## config.mk

```make
export PLATFORM = sky130hd
export DESIGN_NAME = drum_approximate_multiply
export DESIGN_NICKNAME = d
export VERILOG_FILES = /design/src/rtl/drum_pkg.sv /design/src/rtl/drum_approximate_multiply.sv
export SDC_FILE = /design/constraint.sdc
export NUM_CORES = 1
export LEC_CHECK = 0
export BUFFER_PORTS_ARGS = -buffer_cell sky130_fd_sc_hd__clkbuf_2
export CORE_MARGIN = 10
export CORE_UTILIZATION = 50
export CTS_CLUSTER_DIAMETER = 120
export DETAILED_ROUTE_END_ITERATION = 12
export HOLD_SLACK_MARGIN = 0.06
export PLACE_DENSITY = 0.72
export SLEW_MARGIN = 0
export SYNTH_ARGS = -nofsm -noshare
export SYNTH_HDL_FRONTEND = slang
export SYNTH_SLANG_ARGS = --single-unit
export TNS_END_PERCENT = 1
```

## constraint.sdc

```tcl
create_clock -name clk -period 34.3 [get_ports clk]
set_clock_uncertainty 0.1 [all_clocks]
set_input_delay 8.575 -clock clk [delete_from_list [all_inputs] [get_ports clk]]
set_output_delay 8.575 -clock clk [all_outputs]
set_load 0.03 [all_outputs]
```

## src/rtl/drum_pkg.sv

```systemverilog
// Shared constants for the DRUM approximate multiplier.
// No dependencies; used by drum_approximate_multiply.
`timescale 1ns / 1ps

package drum_pkg;

  // Width of the signed product field on the result stream.
  localparam int unsigned PRODUCT_WIDTH = 32;

  // Result stream data width, rounded up to whole bytes.
  localparam int unsigned OUT_TDATA_WIDTH = ((PRODUCT_WIDTH + 7) / 8) * 8;

endpackage

```

## src/rtl/drum_approximate_multiply.sv

```systemverilog
// Top level of the DRUM approximate signed multiplier.
// Depends on drum_pkg (product width constants).
`timescale 1ns / 1ps

// DRUM approximate multiplier: one operand pair per request on the input stream, one
// signed product per request on the result stream. Each operand's magnitude keeps its
// leading KEEP_BITS bits starting at the leading one; below that window the bits are
// dropped and the lowest kept bit is forced to one so the truncation error is unbiased.
// Magnitudes of up to KEEP_BITS bits pass exactly. Reduced magnitudes are multiplied
// and the sign is restored from the XOR of the operand signs; a zero operand gives zero.
// Rate: one request per clock while out_tready is high. An accepted operand pair is held
// in the operand register; the leading-one search, reduction and one OPERAND_WIDTH x
// OPERAND_WIDTH multiplier then feed the product register, which presents the product.
// in_tready follows out_tready combinationally, so a held result does not block a new
// request while the operand register is free.
module drum_approximate_multiply #(
  parameter int unsigned OPERAND_WIDTH = 16,
  parameter int unsigned KEEP_BITS     = 6
) (
  input  logic                                 clk,
  input  logic                                 rst_n,
  // Input stream
  input  logic                                 in_tvalid,
  output logic                                 in_tready,
  // [OPERAND_WIDTH-1:0] operand_x, [2*OPERAND_WIDTH-1:OPERAND_WIDTH] operand_y,
  // zero padding up to a whole byte
  input  logic [((2*OPERAND_WIDTH+7)/8)*8-1:0] in_tdata,
  // Result stream
  output logic                                 out_tvalid,
  input  logic                                 out_tready,
  // [31:0] product
  output logic [drum_pkg::OUT_TDATA_WIDTH-1:0] out_tdata
);

  localparam int unsigned W        = OPERAND_WIDTH;
  localparam int unsigned MULT_W   = 2 * OPERAND_WIDTH;
  localparam int unsigned PW       = drum_pkg::PRODUCT_WIDTH;
  // Sign handling happens at the wider of the raw product and the output field.
  localparam int unsigned EXT_W    = (MULT_W > PW) ? MULT_W : PW;

  // Keep the leading KEEP_BITS bits from the leading one; force the lowest kept bit.
  function automatic logic [W-1:0] reduce_mag(input logic [W-1:0] mag);
    int          lead;
    int          lo;
    logic [W-1:0] r;
    lead = 0;
    for (int i = 0; i < W; i++) begin
      if (mag[i]) begin
        lead = i;
      end
    end
    r = mag;
    if (lead >= int'(KEEP_BITS)) begin
      lo = lead - int'(KEEP_BITS) + 1;
      for (int i = 0; i < W; i++) begin
        r[i] = (i > lo) ? mag[i] : (i == lo);
      end
    end
    return r;
  endfunction

  // ---------------------------------------------------------------------------
  // Handshake: operand register feeds the product register.
  // ---------------------------------------------------------------------------
  logic          opnd_valid_r, opnd_valid_nxt;
  logic          out_valid_r,  out_valid_nxt;
  logic          prod_advance;            // product register can take a new value
  logic [W-1:0]  opnd_x_r, opnd_y_r;
  logic [PW-1:0] product_r, product_nxt;

  assign prod_advance = !out_valid_r || out_tready;
  assign in_tready    = !opnd_valid_r || prod_advance;

  always_comb begin
    opnd_valid_nxt = opnd_valid_r;
    if (in_tready) begin
      opnd_valid_nxt = in_tvalid;
    end
    out_valid_nxt = out_valid_r;
    if (prod_advance) begin
      out_valid_nxt = opnd_valid_r;
    end
  end

  // ---------------------------------------------------------------------------
  // Datapath between the operand and product registers.
  // ---------------------------------------------------------------------------
  logic              neg_x, neg_y;
  logic [W-1:0]      mag_x, mag_y;        // most negative operand gives 2^(W-1), exact
  logic [W-1:0]      red_x, red_y;
  logic [MULT_W-1:0] mag_prod;
  logic [EXT_W-1:0]  ext_prod, signed_prod;

  always_comb begin
    neg_x       = opnd_x_r[W-1];
    neg_y       = opnd_y_r[W-1];
    mag_x       = neg_x ? (~opnd_x_r + 1'b1) : opnd_x_r;
    mag_y       = neg_y ? (~opnd_y_r + 1'b1) : opnd_y_r;
    // A zero magnitude stays zero through the reduction, so the product is zero.
    red_x       = reduce_mag(mag_x);
    red_y       = reduce_mag(mag_y);
    mag_prod    = MULT_W'(red_x) * MULT_W'(red_y);
    ext_prod    = EXT_W'(mag_prod);
    signed_prod = (neg_x ^ neg_y) ? (~ext_prod + 1'b1) : ext_prod;
    product_nxt = signed_prod[PW-1:0];
  end

  always_ff @(posedge clk) begin
    if (!rst_n) begin
      opnd_valid_r <= 1'b0;
      out_valid_r  <= 1'b0;
    end else begin
      opnd_valid_r <= opnd_valid_nxt;
      out_valid_r  <= out_valid_nxt;
    end
  end

  // Payload registers, no reset.
  always_ff @(posedge clk) begin
    if (in_tready) begin
      opnd_x_r <= in_tdata[W-1:0];
      opnd_y_r <= in_tdata[2*W-1:W];
    end
    if (prod_advance) begin
      product_r <= product_nxt;
    end
  end

  assign out_tvalid = out_valid_r;
  assign out_tdata  = drum_pkg::OUT_TDATA_WIDTH'(product_r);

  // ---------------------------------------------------------------------------
  // Assertions
  // ---------------------------------------------------------------------------
  // A pending operand pair moves into the product register when that register frees up.
  assert property (@(posedge clk) disable iff (!rst_n)
    opnd_valid_r && prod_advance |=> out_valid_r)
    else $error("operand pair lost between stages");

  // An empty product register never holds back the input.
  assert property (@(posedge clk) disable iff (!rst_n)
    !out_valid_r |-> in_tready)
    else $error("input stalled with empty output");

  // A reduced magnitude has at most KEEP_BITS ones.
  assert property (@(posedge clk) disable iff (!rst_n)
    opnd_valid_r |-> ($countones(red_x) <= KEEP_BITS) && ($countones(red_y) <= KEEP_BITS))
    else $error("reduced magnitude wider than the kept window");

  // A zero operand yields a zero product.
  assert property (@(posedge clk) disable iff (!rst_n)
    opnd_valid_r && prod_advance && ((opnd_x_r == '0) || (opnd_y_r == '0))
      |=> (product_r == '0))
    else $error("zero operand gave nonzero product");

endmodule
```

# Word-level counts from Yosys, hierarchy flattened
# Cells that the tools add are included.
# word_totals
reg_bits,66
in_bits,36
out_inout_bits,34
elab_cells,154
# classes
addsub,7
mul,1
n_lt_le_gt_ge,34
n_eq_ne,30
muxes,67
n_bitwise,4
n_reduce_logical,6
# ops
cell,count
32-bit 2-to-1 mux,29
"5-bit by 32-bit == test with 1-bit output, first input constant",16
"5-bit by 32-bit > comparator with 1-bit output, first input constant",16
"4-bit by 32-bit == test with 1-bit output, first input constant",8
"4-bit by 32-bit > comparator with 1-bit output, first input constant",8
"3-bit by 32-bit == test with 1-bit output, first input constant",4
"3-bit by 32-bit > comparator with 1-bit output, first input constant",4
"32-bit by 2-bit adder with 32-bit output, second input constant",2
"2-bit by 32-bit == test with 1-bit output, first input constant",2
"32-bit by 4-bit >= comparator with 1-bit output, second input constant",2
"1-bit by 32-bit > comparator with 1-bit output, first input constant",2
"2-bit by 32-bit > comparator with 1-bit output, first input constant",2
32-bit zero test,2
16-bit 2-to-1 mux,4
"32-bit by 4-bit subtractor with 32-bit output, second input constant",2
1-bit 2-to-1 mux,34
"16-bit by 1-bit adder with 16-bit output, second input constant",2
"32-bit by 1-bit adder with 32-bit output, second input constant",1
16-bit by 16-bit multiplier with 32-bit output,1
16-bit NOT,2
32-bit NOT,1
1-bit zero test,2
1-bit logical OR,2
1-bit bitwise XOR,1

# Depth between registers and ports, before layout
# Gate-level depths: netlist of the first run.
# logic_depth
word_depth,27
depth_mapped,46
mapped_depth_nobuf,40

# Least setup slack after synthesis of the first run
# Ideal clock, no wire load.
# synth_timing
path_kind,input -> output
from,in out_tready
to,out in_tready
t_arrival_ns,9.518
required_ns,25.625
slack_ns,16.107
stages,2
n_path_buf,0
path_cell_list,nor2b_1 nand2_1
# synth_between
elab_chain_len,2
# synth_lines
item,line_no,rtl
from (decl),drum_approximate_multiply.sv:30,"input logic out_tready,"
1-bit logical OR,drum_approximate_multiply.sv:71,assign prod_advance = !out_valid_r || out_tready;
1-bit logical OR,drum_approximate_multiply.sv:72,assign in_tready = !opnd_valid_r || prod_advance;
to (decl),drum_approximate_multiply.sv:24,"output logic in_tready,"
# No other way between the ends.

# Worst setup path after layout of the first run
# Same ends and word-level chain as after synthesis.

==> impl_metrics.py, run 1 <==
metrics = {
    "synthesis": {
        "ys_ff_latch": 66,
        "synthCells": 1661,
        "async_flop_share_pct": 0,
        "synth_area_um2": 14500,
        "synthDistinctLibCells": 102,
        "avgSynthCellArea_um2": 8.72,
        "yosysSeqAreaShare_pct": 13.5,
        "synth_top_area_share_pct": 26.8,
        "synth_top_flop_cell": "edfxtp_1",
        "synth_top_area_cell": "fa_1",
        "yosysWarnings": 0,
        "synth_edf_count": 64,
        "synth.net_count": 2009,
        "synth.area.top_cells": "fa_1 27%, edfxtp_1 13%, ha_1 10%",
    },
    "timing": {
        "worst_pin_slew_ns": 1.12,
        "slew-limit-headroom_pct": 25.3,
        "hold_viol_final": 0,
        "min_period_ns": 18.18,
        "tns_ns": 0,
        "max_freq_mhz": 55.0,
        "grt_setup_unrepaired": "false",
        "drv_slew": 0,
        "finalSetupViolCount": 0,
        "finalCritPeriodShare_pct": 53.0,
        "timing.hold.ws_ns": 0.409,
    },
    "worst_setup_path": {
        "crit_path_end_kind": "output port",
        "regToRegEndpoint": "out_tdata[31]$_DFFE_PP_",
        "cp_max_fo": 33,
        "crit_type": "in2out",
        "ff2ff_setup_slack_ns": 20.95,
        "cp-start-kind": "primary input",
        "crit-reg2reg-launch": "opnd_x_r[0]$_DFFE_PP_",
        "crit_start": "out_tready",
        "reg2regPathDepth": 37,
        "arrival_ns": 9.50,
        "cp.required_ns": 25.62,
    },
    "cells_and_area": {
        "drive_gt1_share_pct": 10.3,
        "syn2layout_area_growth_pct": 6.43,
        "layout_common_cells": "264 x inv_1, 199 x nand2_1, 194 x fa_1, 124 x nor2_1, 118 x ha_1",
        "diodes": 0,
        "final_common_cell": "inv_1",
        "fin_nets": 2036,
        "final_area_um2": 15400,
        "fin_util_pct": 53.9,
    },
    "power_and_ir_drop": {
        "power.internal_uw": 528,
        "seq_power_share_pct": 12.2,
        "p_per_area_nw_per_um2": 74.3,
        "p_sw_share_pct": 53.9,
        "switchingPower_uw": 618,
        "clock_power_share_pct": 8.5,
        "vdd_drop_max_mv": 0.104,
        "power_leakage_nw": 7.07,
        "power_mw": 1.15,
        "comb_power_share_pct": 79.3,
    },
    "place": {
        "placedInstanceArea_um2": 15100,
        "io_buffers": 69,
        "gp_congestion": 0.927,
        "hpwl_mm": 30.5,
    },
    "grt": {
        "grt_use_total_pct": 22.0,
        "grt_overflow_total": 0,
        "antenna_found_initial": 0,
        "grt_max_degree": 34,
        "grt_pass1_wl_mm": 64.9,
        "grt_pass1_vias": 12812,
    },
    "route": {
        "wirelength_mm": 38.6,
        "drcViolationCount": 0,
        "ant_nets": 0,
        "first_pass_iters": 6,
        "viasPerCell": 5.87,
        "vias": 12189,
        "dr.first_iter.drc_count": 1011,
        "wl_per_cell_um": 18.6,
    },
    "die": {
        "chipWidth_um": 190,
        "fp.coreArea_um2": 28600,
        "core.rowCount": 62,
        "ios": 70,
        "die-area_um2": 36200,
        "die-height_um": 190,
        "initial_core_util_pct": 50.6,
    },
    "cts": {
        "clock_sink_count": 66,
        "htreeDepth": 3,
        "ctsHoldBuffers": 0,
        "numCtsBuffers": 9,
        "cts_buffer_depth": 2,
        "cts_setup_buffers": 0,
        "clk_latency_ns": 0.35,
        "cts_tree": "yes",
        "clk_pin_slew_ns": 0.07,
        "cts_root_buf": "clkbuf_16",
        "cts_resized": 0,
    },
    "flow_run": {
        "maxCapViolCount": 0,
    },
    "outcome": {
        "status": "finished clean",
    },
    "hold_path": {
        "min_from": "opnd_valid_r$_SDFFE_PN0P_",
        "hp-class": "reg2reg",
        "whs_endpoint": "out_tvalid$_SDFFE_PN0P_",
        "whs_path_depth": 1,
    },
}
-- critical path, cell delays in order --
cell and delay [ns]:
clkbuf_2 0.08, nor2b_1 0.24, nand2_1 0.09, buf_4 0.27
clkbuf_2 0.24
-- cell usage after synthesis, drive strengths merged (4+ instances only) --
library cell    n
or4             6
a211o           5
o22a            4
clkbuf         39
o22ai           7
xor2           33
ha            118
nor3b           6
a21oi          58
nor4            5
o2bb2ai         5
a211oi         13
nand2         199
a2bb2oi         5
a21o           17
o41ai          15
inv           265
edfxtp         64
a32o            6
fa            194
xnor2          55
nand2b         16
o31a            4
and3            9
a32oi           6
nor3           28
buf            28
a22oi           4
nor2b          15
or3            20
nand4           8
a41oi           4
o21bai          4
o21ai          60
o31ai          19
nor2          132
a31oi          11
o21a           13
nand3          23
and2           47
nand4b          6
o211ai          7
or2            21
-- cell families (layout without fill, tap and decap cells) --
| kind of cell | after synthesis | count (layout) | share of synthesized area, % |
|---|---|---|---|
| xor+xnor | 88 | 88 | 5.37 |
| mux | 5 | 5 | 0.363 |
| buf+inv | 333 | 365 | 9.01 |
| simple gates | 549 | 549 | 18.3 |
| fa+ha+maj | 312 | 312 | 37.0 |
| flops | 66 | 66 | 13.5 |
| compound gates | 308 | 308 | 16.4 |
-- worst max path at each step --
stage                      to  depth (start not counted)
finish              in_tready                          5
global route        in_tready                          5
CTS                 in_tready                          5
detailed placement  in_tready                          5
global placement    in_tready                          5
floorplan           in_tready                          2
-- state kept, by name (all words and copies together), names as in the netlist --
register	count
opnd_y_r	16
opnd_x_r	16
out_tdata	32
out_tvalid	1
opnd_valid_r	1
-- power groups by stage --
stage / clock, mW / sequential, mW / combinational [mW]
6_report: 0.0971 / 0.140 / 0.909
5_1_grt: 0.102 / 0.143 / 1.02
4_1_cts: 0.0995 / 0.140 / 0.905
3_5_place_dp: 0 / 0.141 / 0.891
3_3_place_gp: 0 / 0.141 / 0.879
2_1_floorplan: 0 / 0.169 / 0.651
-- stage by stage --
stage,instances,worst slack (ns)
after floorplan,1661,16.11
after global placement,2061,16.17
after detailed placement,2061,16.12
after CTS,2077,16.12
after global routing,2077,16.02
final,2077,16.12
-- final cells by class --
type | count | area (µm²)
Timing Repair Buffer | 83 | 450
Sequential cell | 66 | 1960
Multi-Input combinational cell | 1262 | 11200
Clock buffer | 9 | 225
Clock inverter | 7 | 67.6
Tap cell | 384 | 480
Inverter | 266 | 998
Fill cell | 2626 | 13200
-- per-layer routing --
| layer | global-route usage (%) | wire [µm] |
|---|---|---|
| met1 | 28.1 | 16400 |
| met2 | 36.2 | 18300 |
| met3 | 3.90 | 2470 |
| met4 | 9.09 | 1440 |
| met5 | 0 | 0 |
Power figures use the tool's default switching activity.
==> run 2: changes to the inputs <==
==> constraint.sdc (replaced) <==
create_clock -name clk -period 17.4 [get_ports clk]
set_clock_uncertainty 0.1 [all_clocks]
set_input_delay 4.35 -clock clk [delete_from_list [all_inputs] [get_ports clk]]
set_output_delay 4.35 -clock clk [all_outputs]
set_load 0.03 [all_outputs]
==> run 2 against run 1 <==
  * Total power is 99% higher
  * Die area is the same
  * Non-clock buffer count decreased by 1
  * Largest power group unchanged
  * Critical path depth rose by 32
  * Final cell count is essentially flat
  * Worst setup slack got worse by 11 ns
  * Wire length rose by 2.4%
  * Design area about the same
  * Highest routed layer unchanged
  * Critical endpoint is now out_tdata[31]$_DFFE_PP_
  * First-iteration DRC count increased by 4.5%
  * Flip-flop and latch count did not move
==> impl_metrics.py, run 2 (synthesis results as in run 1) <==
metrics = {
    "cts": {
        "cts_resized": 0,
        "cts_root_buf": "clkbuf_16",
        "numCtsBuffers": 9,
        "clk_pin_slew_ns": 0.07,
        "ctsHoldBuffers": 0,
        "clk_latency_ns": 0.35,
        "cts_buffer_depth": 2,
        "cts_tree": "yes",
        "cts_setup_buffers": 0,
        "htreeDepth": 3,
        "clock_sink_count": 66,
    },
    "cells_and_area": {
        "fin_nets": 2035,
        "final_common_cell": "inv_1",
        "largest_reg_flops": 32,
        "diodes": 0,
        "n_fill_cell": 2645,
        "layout_common_cells": "264 x inv_1, 199 x nand2_1, 194 x fa_1, 124 x nor2_1, 118 x ha_1",
        "final_area_um2": 15400,
        "syn2layout_area_growth_pct": 6.54,
        "seq_area_um2": 1960,
        "multi_input_area_um2": 11200,
        "drive_gt1_share_pct": 10.2,
        "fin_util_pct": 53.9,
    },
    "route": {
        "wl_met1_mm": 17.0,
        "viasPerCell": 5.81,
        "wl_met2_mm": 18.7,
        "dr.first_iter.drc_count": 1057,
        "first_pass_iters": 6,
        "wl_met3_mm": 2.69,
        "drcViolationCount": 0,
        "route.top_layer_used": "met4",
        "wirelength_mm": 39.5,
        "vias": 12069,
        "ant_nets": 0,
        "wl_per_cell_um": 19.0,
    },
    "timing": {
        "timing.hold.ws_ns": 0.399,
        "finalSetupViolCount": 0,
        "tns_ns": 0,
        "drv_slew": 0,
        "grt_setup_unrepaired": "false",
        "min_period_ns": 12.72,
        "finalCritPeriodShare_pct": 73.1,
        "slew-limit-headroom_pct": 22.1,
        "hold_viol_final": 0,
        "max_freq_mhz": 78.6,
        "worst_pin_slew_ns": 1.17,
    },
    "grt": {
        "grt_pass1_wl_mm": 66.5,
        "grt_pass1_vias": 12693,
        "grt_use_total_pct": 22.6,
        "grt_max_degree": 34,
        "grt_overflow_total": 0,
        "antenna_found_initial": 0,
    },
    "worst_setup_path": {
        "crit_slowest_cell": "or4_4",
        "cp-start-kind": "flip-flop",
        "cp_max_fo": 12,
        "crit_path_end_kind": "flip-flop",
        "max_stage_delay_ns": 0.68,
        "crit_type": "reg2reg",
        "crit-reg2reg-launch": "opnd_x_r[0]$_DFFE_PP_",
        "arrival_ns": 12.71,
        "cp.required_ns": 17.39,
        "ff2ff_setup_slack_ns": 4.68,
        "crit_start": "opnd_x_r[0]$_DFFE_PP_",
    },
    "place": {
        "gp_congestion": 0.937,
        "io_buffers": 69,
        "hpwl_mm": 31.4,
        "placedInstanceArea_um2": 15100,
    },
    "die": {
        "die-height_um": 190,
        "fp.coreArea_um2": 28600,
        "chipWidth_um": 190,
        "ios": 70,
        "initial_core_util_pct": 50.6,
        "core.rowCount": 62,
        "die-area_um2": 36200,
    },
    "power_and_ir_drop": {
        "power_mw": 2.28,
        "power_leakage_nw": 7.08,
        "p_per_area_nw_per_um2": 148,
        "switchingPower_mw": 1.23,
        "clock_power_share_pct": 9.1,
        "vdd_drop_max_mv": 0.156,
        "seq_power_share_pct": 12.1,
        "power.internal_mw": 1.06,
        "comb_power_share_pct": 78.8,
        "p_sw_share_pct": 53.7,
    },
    "hold_path": {
        "hp-class": "reg2reg",
        "min_from": "opnd_valid_r$_SDFFE_PN0P_",
    },
    "flow_run": {
        "maxCapViolCount": 0,
    },
    "outcome": {
        "status": "finished clean",
    },
}
[run 2: changes by cell type in the layout (fill, tap and decap cells not counted), sizes merged]
cell      change
clkbuf        +1
clkinv        -1
clkinvlp      -1
buf           -1
bufinv        +1
[run 2: per-layer routing]
| layer | track usage (%) | up-vias |
|---|---|---|
| met4 | 7.33 | 0 |
| met1 | 30.3 | 5915 |
| met2 | 36.8 | 480 |
| met5 | 0 | - |
| li1 | - | 5592 |
| met3 | 3.55 | 82 |
[run 2: through the flow]
stage	worst slack, ns	cells
2_1_floorplan	5.95	1661
3_3_place_gp	5.00	2060
3_5_place_dp	4.84	2060
4_1_cts	4.78	2076
5_1_grt	3.81	2076
6_report	4.68	2076
[run 2: worst paths after layout]
kind / end / cells past startpoint
setup / recovery: out_tdata[31]$_DFFE_PP_ / 37
hold / removal: out_tvalid$_SDFFE_PN0P_ / 1
setup reg to reg: out_tdata[31]$_DFFE_PP_ / 37
hold reg to reg: out_tvalid$_SDFFE_PN0P_ / 1
[run 2: area by class of cell]
| type | count | area share (%) |
|---|---|---|
| inverters | 266 | 6.47 |
| clock buffers | 10 | 1.48 |
| well taps | 384 | 3.11 |
| clock inverters | 6 | 0.584 |
| repair buffers | 82 | 2.87 |
| multi-input cells | 1262 | 72.8 |
| flip-flops and latches | 66 | 12.7 |
[run 2: power by group through the flow]
| stage | clock network (mW) | registers [mW] | logic (mW) |
|---|---|---|---|
| after floorplan | 0 | 0.334 | 1.28 |
| after global placement | 0 | 0.280 | 1.74 |
| after detailed placement | 0 | 0.278 | 1.76 |
| after CTS | 0.213 | 0.277 | 1.79 |
| after global routing | 0.216 | 0.283 | 2.02 |
| final | 0.207 | 0.276 | 1.80 |
[run 2: critical path: cells and delay by family, from the launching register on]
family                   cells  cell delay [ns]
buffers and inverters        6             0.38
adder cells (fa/ha/maj)      9             4.06
flip-flops                   1             0.56
AND/OR/NAND/NOR              8             2.70
XOR/XNOR                     3             0.58
AO/OA/AOI/OAI               11             4.07
==> run 3: changes to the inputs <==
--- a/config.mk
+++ b/config.mk
@@ -11,7 +11,7 @@
 export CTS_CLUSTER_DIAMETER = 120
 export DETAILED_ROUTE_END_ITERATION = 12
 export HOLD_SLACK_MARGIN = 0.06
-export PLACE_DENSITY = 0.72
+export PLACE_DENSITY = 0.75
 export SLEW_MARGIN = 0
 export SYNTH_ARGS = -nofsm -noshare
 export SYNTH_HDL_FRONTEND = slang
==> constraint.sdc (replaced) <==
create_clock -name clk -period 11 [get_ports clk]
set_clock_uncertainty 0.1 [all_clocks]
set_input_delay 2.75 -clock clk [delete_from_list [all_inputs] [get_ports clk]]
set_output_delay 2.75 -clock clk [all_outputs]
set_load 0.03 [all_outputs]
==> run 3 against run 2 <==
  * Flip-flop and latch count unchanged
  * Register-to-register slack lost 4.4 ns
  * Highest routed layer unchanged
  * Via count increased by 6.7%
  * Design area up 9.9%
  * Combinational power grew 89%
  * Final cell count increased by 5.5%
  * Hold slack got worse by 0.0027 ns
==> impl_metrics.py, run 3 (synthesis results as in run 1) <==
metrics = {
    "timing": {
        "final.setup.worst_slack_ns": 0.285,
        "drv_slew": 0,
        "tns_ns": 0,
        "finalSetupViolCount": 0,
        "min_period_ns": 10.71,
        "max_freq_mhz": 93.3,
        "finalCritPeriodShare_pct": 97.4,
        "timing.hold.ws_ns": 0.397,
        "slew-limit-headroom_pct": 45.9,
        "hold_viol_final": 0,
        "worst_pin_slew_ns": 0.806,
    },
    "cells_and_area": {
        "largest_reg_flops": 32,
        "fin_nets": 2149,
        "drive_gt1_share_pct": 21.4,
        "diodes": 0,
        "final_area_um2": 17000,
        "n_fill_cell": 2349,
        "layout_common_cells": "258 x inv_1, 198 x nand2_1, 187 x fa_1, 120 x buf_4, 119 x nor2_1",
        "syn2layout_area_growth_pct": 17.1,
        "final_common_cell": "inv_1",
    },
    "cts": {
        "cts_tree": "yes",
        "clk_latency_ns": 0.35,
        "cts_buffer_depth": 2,
        "clk_pin_slew_ns": 0.07,
        "clock_sink_count": 66,
        "numCtsBuffers": 9,
        "cts_root_buf": "clkbuf_16",
        "htreeDepth": 3,
    },
    "grt": {
        "grt_pass1_vias": 13303,
        "met2_usage_pct": 37.9,
        "grtUsageMet3_pct": 4.11,
        "antenna_found_initial": 0,
        "use_met1_pct": 28.8,
        "grt_pass1_wl_mm": 66.9,
        "grt_max_degree": 34,
        "grt_overflow_total": 0,
        "top_usage_layer": "met2",
        "grt_use_total_pct": 22.6,
    },
    "die": {
        "die-area_um2": 36200,
        "core.rowCount": 62,
        "initial_core_util_pct": 50.6,
        "ios": 70,
        "die-height_um": 190,
        "fp.coreArea_um2": 28600,
        "chipWidth_um": 190,
    },
    "route": {
        "ant_nets": 0,
        "viasPerCell": 5.88,
        "wl_per_cell_um": 18.8,
        "wirelength_mm": 41.1,
        "dr.first_iter.drc_count": 1236,
        "vias": 12872,
        "first_pass_iters": 6,
        "drcViolationCount": 0,
    },
    "place": {
        "post-place-ws_ns": 0.00805,
        "io_buffers": 69,
        "hpwl_mm": 32.2,
        "placedInstanceArea_um2": 15800,
        "gp_congestion": 0.992,
    },
    "hold_path": {
        "hp-class": "reg2reg",
    },
    "worst_setup_path": {
        "cp-start-kind": "flip-flop",
        "crit_slowest_cell": "or4_4",
        "ff2ff_setup_slack_ns": 0.29,
        "cp_common_cell": "fa_1",
        "crit_type": "reg2reg",
        "cp_max_fo": 7,
        "arrival_ns": 10.71,
        "cp.required_ns": 10.99,
        "max_stage_delay_ns": 0.57,
        "crit_path_end_kind": "flip-flop",
    },
    "power_and_ir_drop": {
        "power_leakage_nw": 7.75,
        "p_per_area_nw_per_um2": 246,
        "vdd_drop_max_mv": 0.435,
        "power_mw": 4.17,
    },
    "outcome": {
        "status": "finished clean",
    },
    "flow_run": {
        "maxCapViolCount": 0,
    },
}
-- run 3: path summary, 6_finish.rpt --
kind | start | end | cells after the start
setup / recovery | opnd_x_r[0]$_DFFE_PP_ | out_tdata[31]$_DFFE_PP_ | 41
hold / removal | opnd_valid_r$_SDFFE_PN0P_ | out_tvalid$_SDFFE_PN0P_ | 1
setup reg to reg | opnd_x_r[0]$_DFFE_PP_ | out_tdata[31]$_DFFE_PP_ | 41
hold reg to reg | opnd_valid_r$_SDFFE_PN0P_ | out_tvalid$_SDFFE_PN0P_ | 1
-- run 3: worst max-delay path: cells and delay by family (launching register included) --
family	cells	cell delay, ns
AOI/OAI and AO/OA	13	3.20
xor gates and xnor gates	3	0.50
adders and majority gates	9	3.35
buffers and inverters	9	1.06
DFF	1	0.40
and+or+nand+nor	7	1.82
-- run 3: repair_timing --
action	in CTS	in global routing
hold buffers	0	0
pin swaps	2	56
gates resized for setup	5	132
buffers inserted	1	27
endpoints found under the setup margin	4	15
-- run 3: layout make-up --
cell class                 instances  area [µm²]  share of cell area [%]
multi-input combinational       1262       11900                    70.0
sequential                        66        1960                    11.6
timing repair buffer             196        1330                    7.81
inverter                         266         998                    5.88
tap                              384         480                    2.83
clock buffer                       9         225                    1.33
clock inverter                     7         103                   0.605
-- run 3: routing by layer --
metal | part of all wire (%) | vias up
met3 | 7.7 | 112
met2 | 48 | 597
met1 | 41 | 6354
met4 | 3.1 | 0
li1 | - | 5809
met5 | 0 | -
-- run 3: power breakdown --
group	leakage, nW	internal (mW)	switching (mW)
Clock	0.161	0.201	0.132
Combinational	6.88	1.36	2.04
Sequential	0.704	0.403	0.0244
Total	7.75	1.97	2.20
-- run 3: metrics by stage --
step | utilization, % | instances
finish | 59.3 | 2190
detailed placement | 55.2 | 2146
CTS | 56.4 | 2163
global route | 59.3 | 2190
global placement | 55.2 | 2146
floorplan | - | 1661
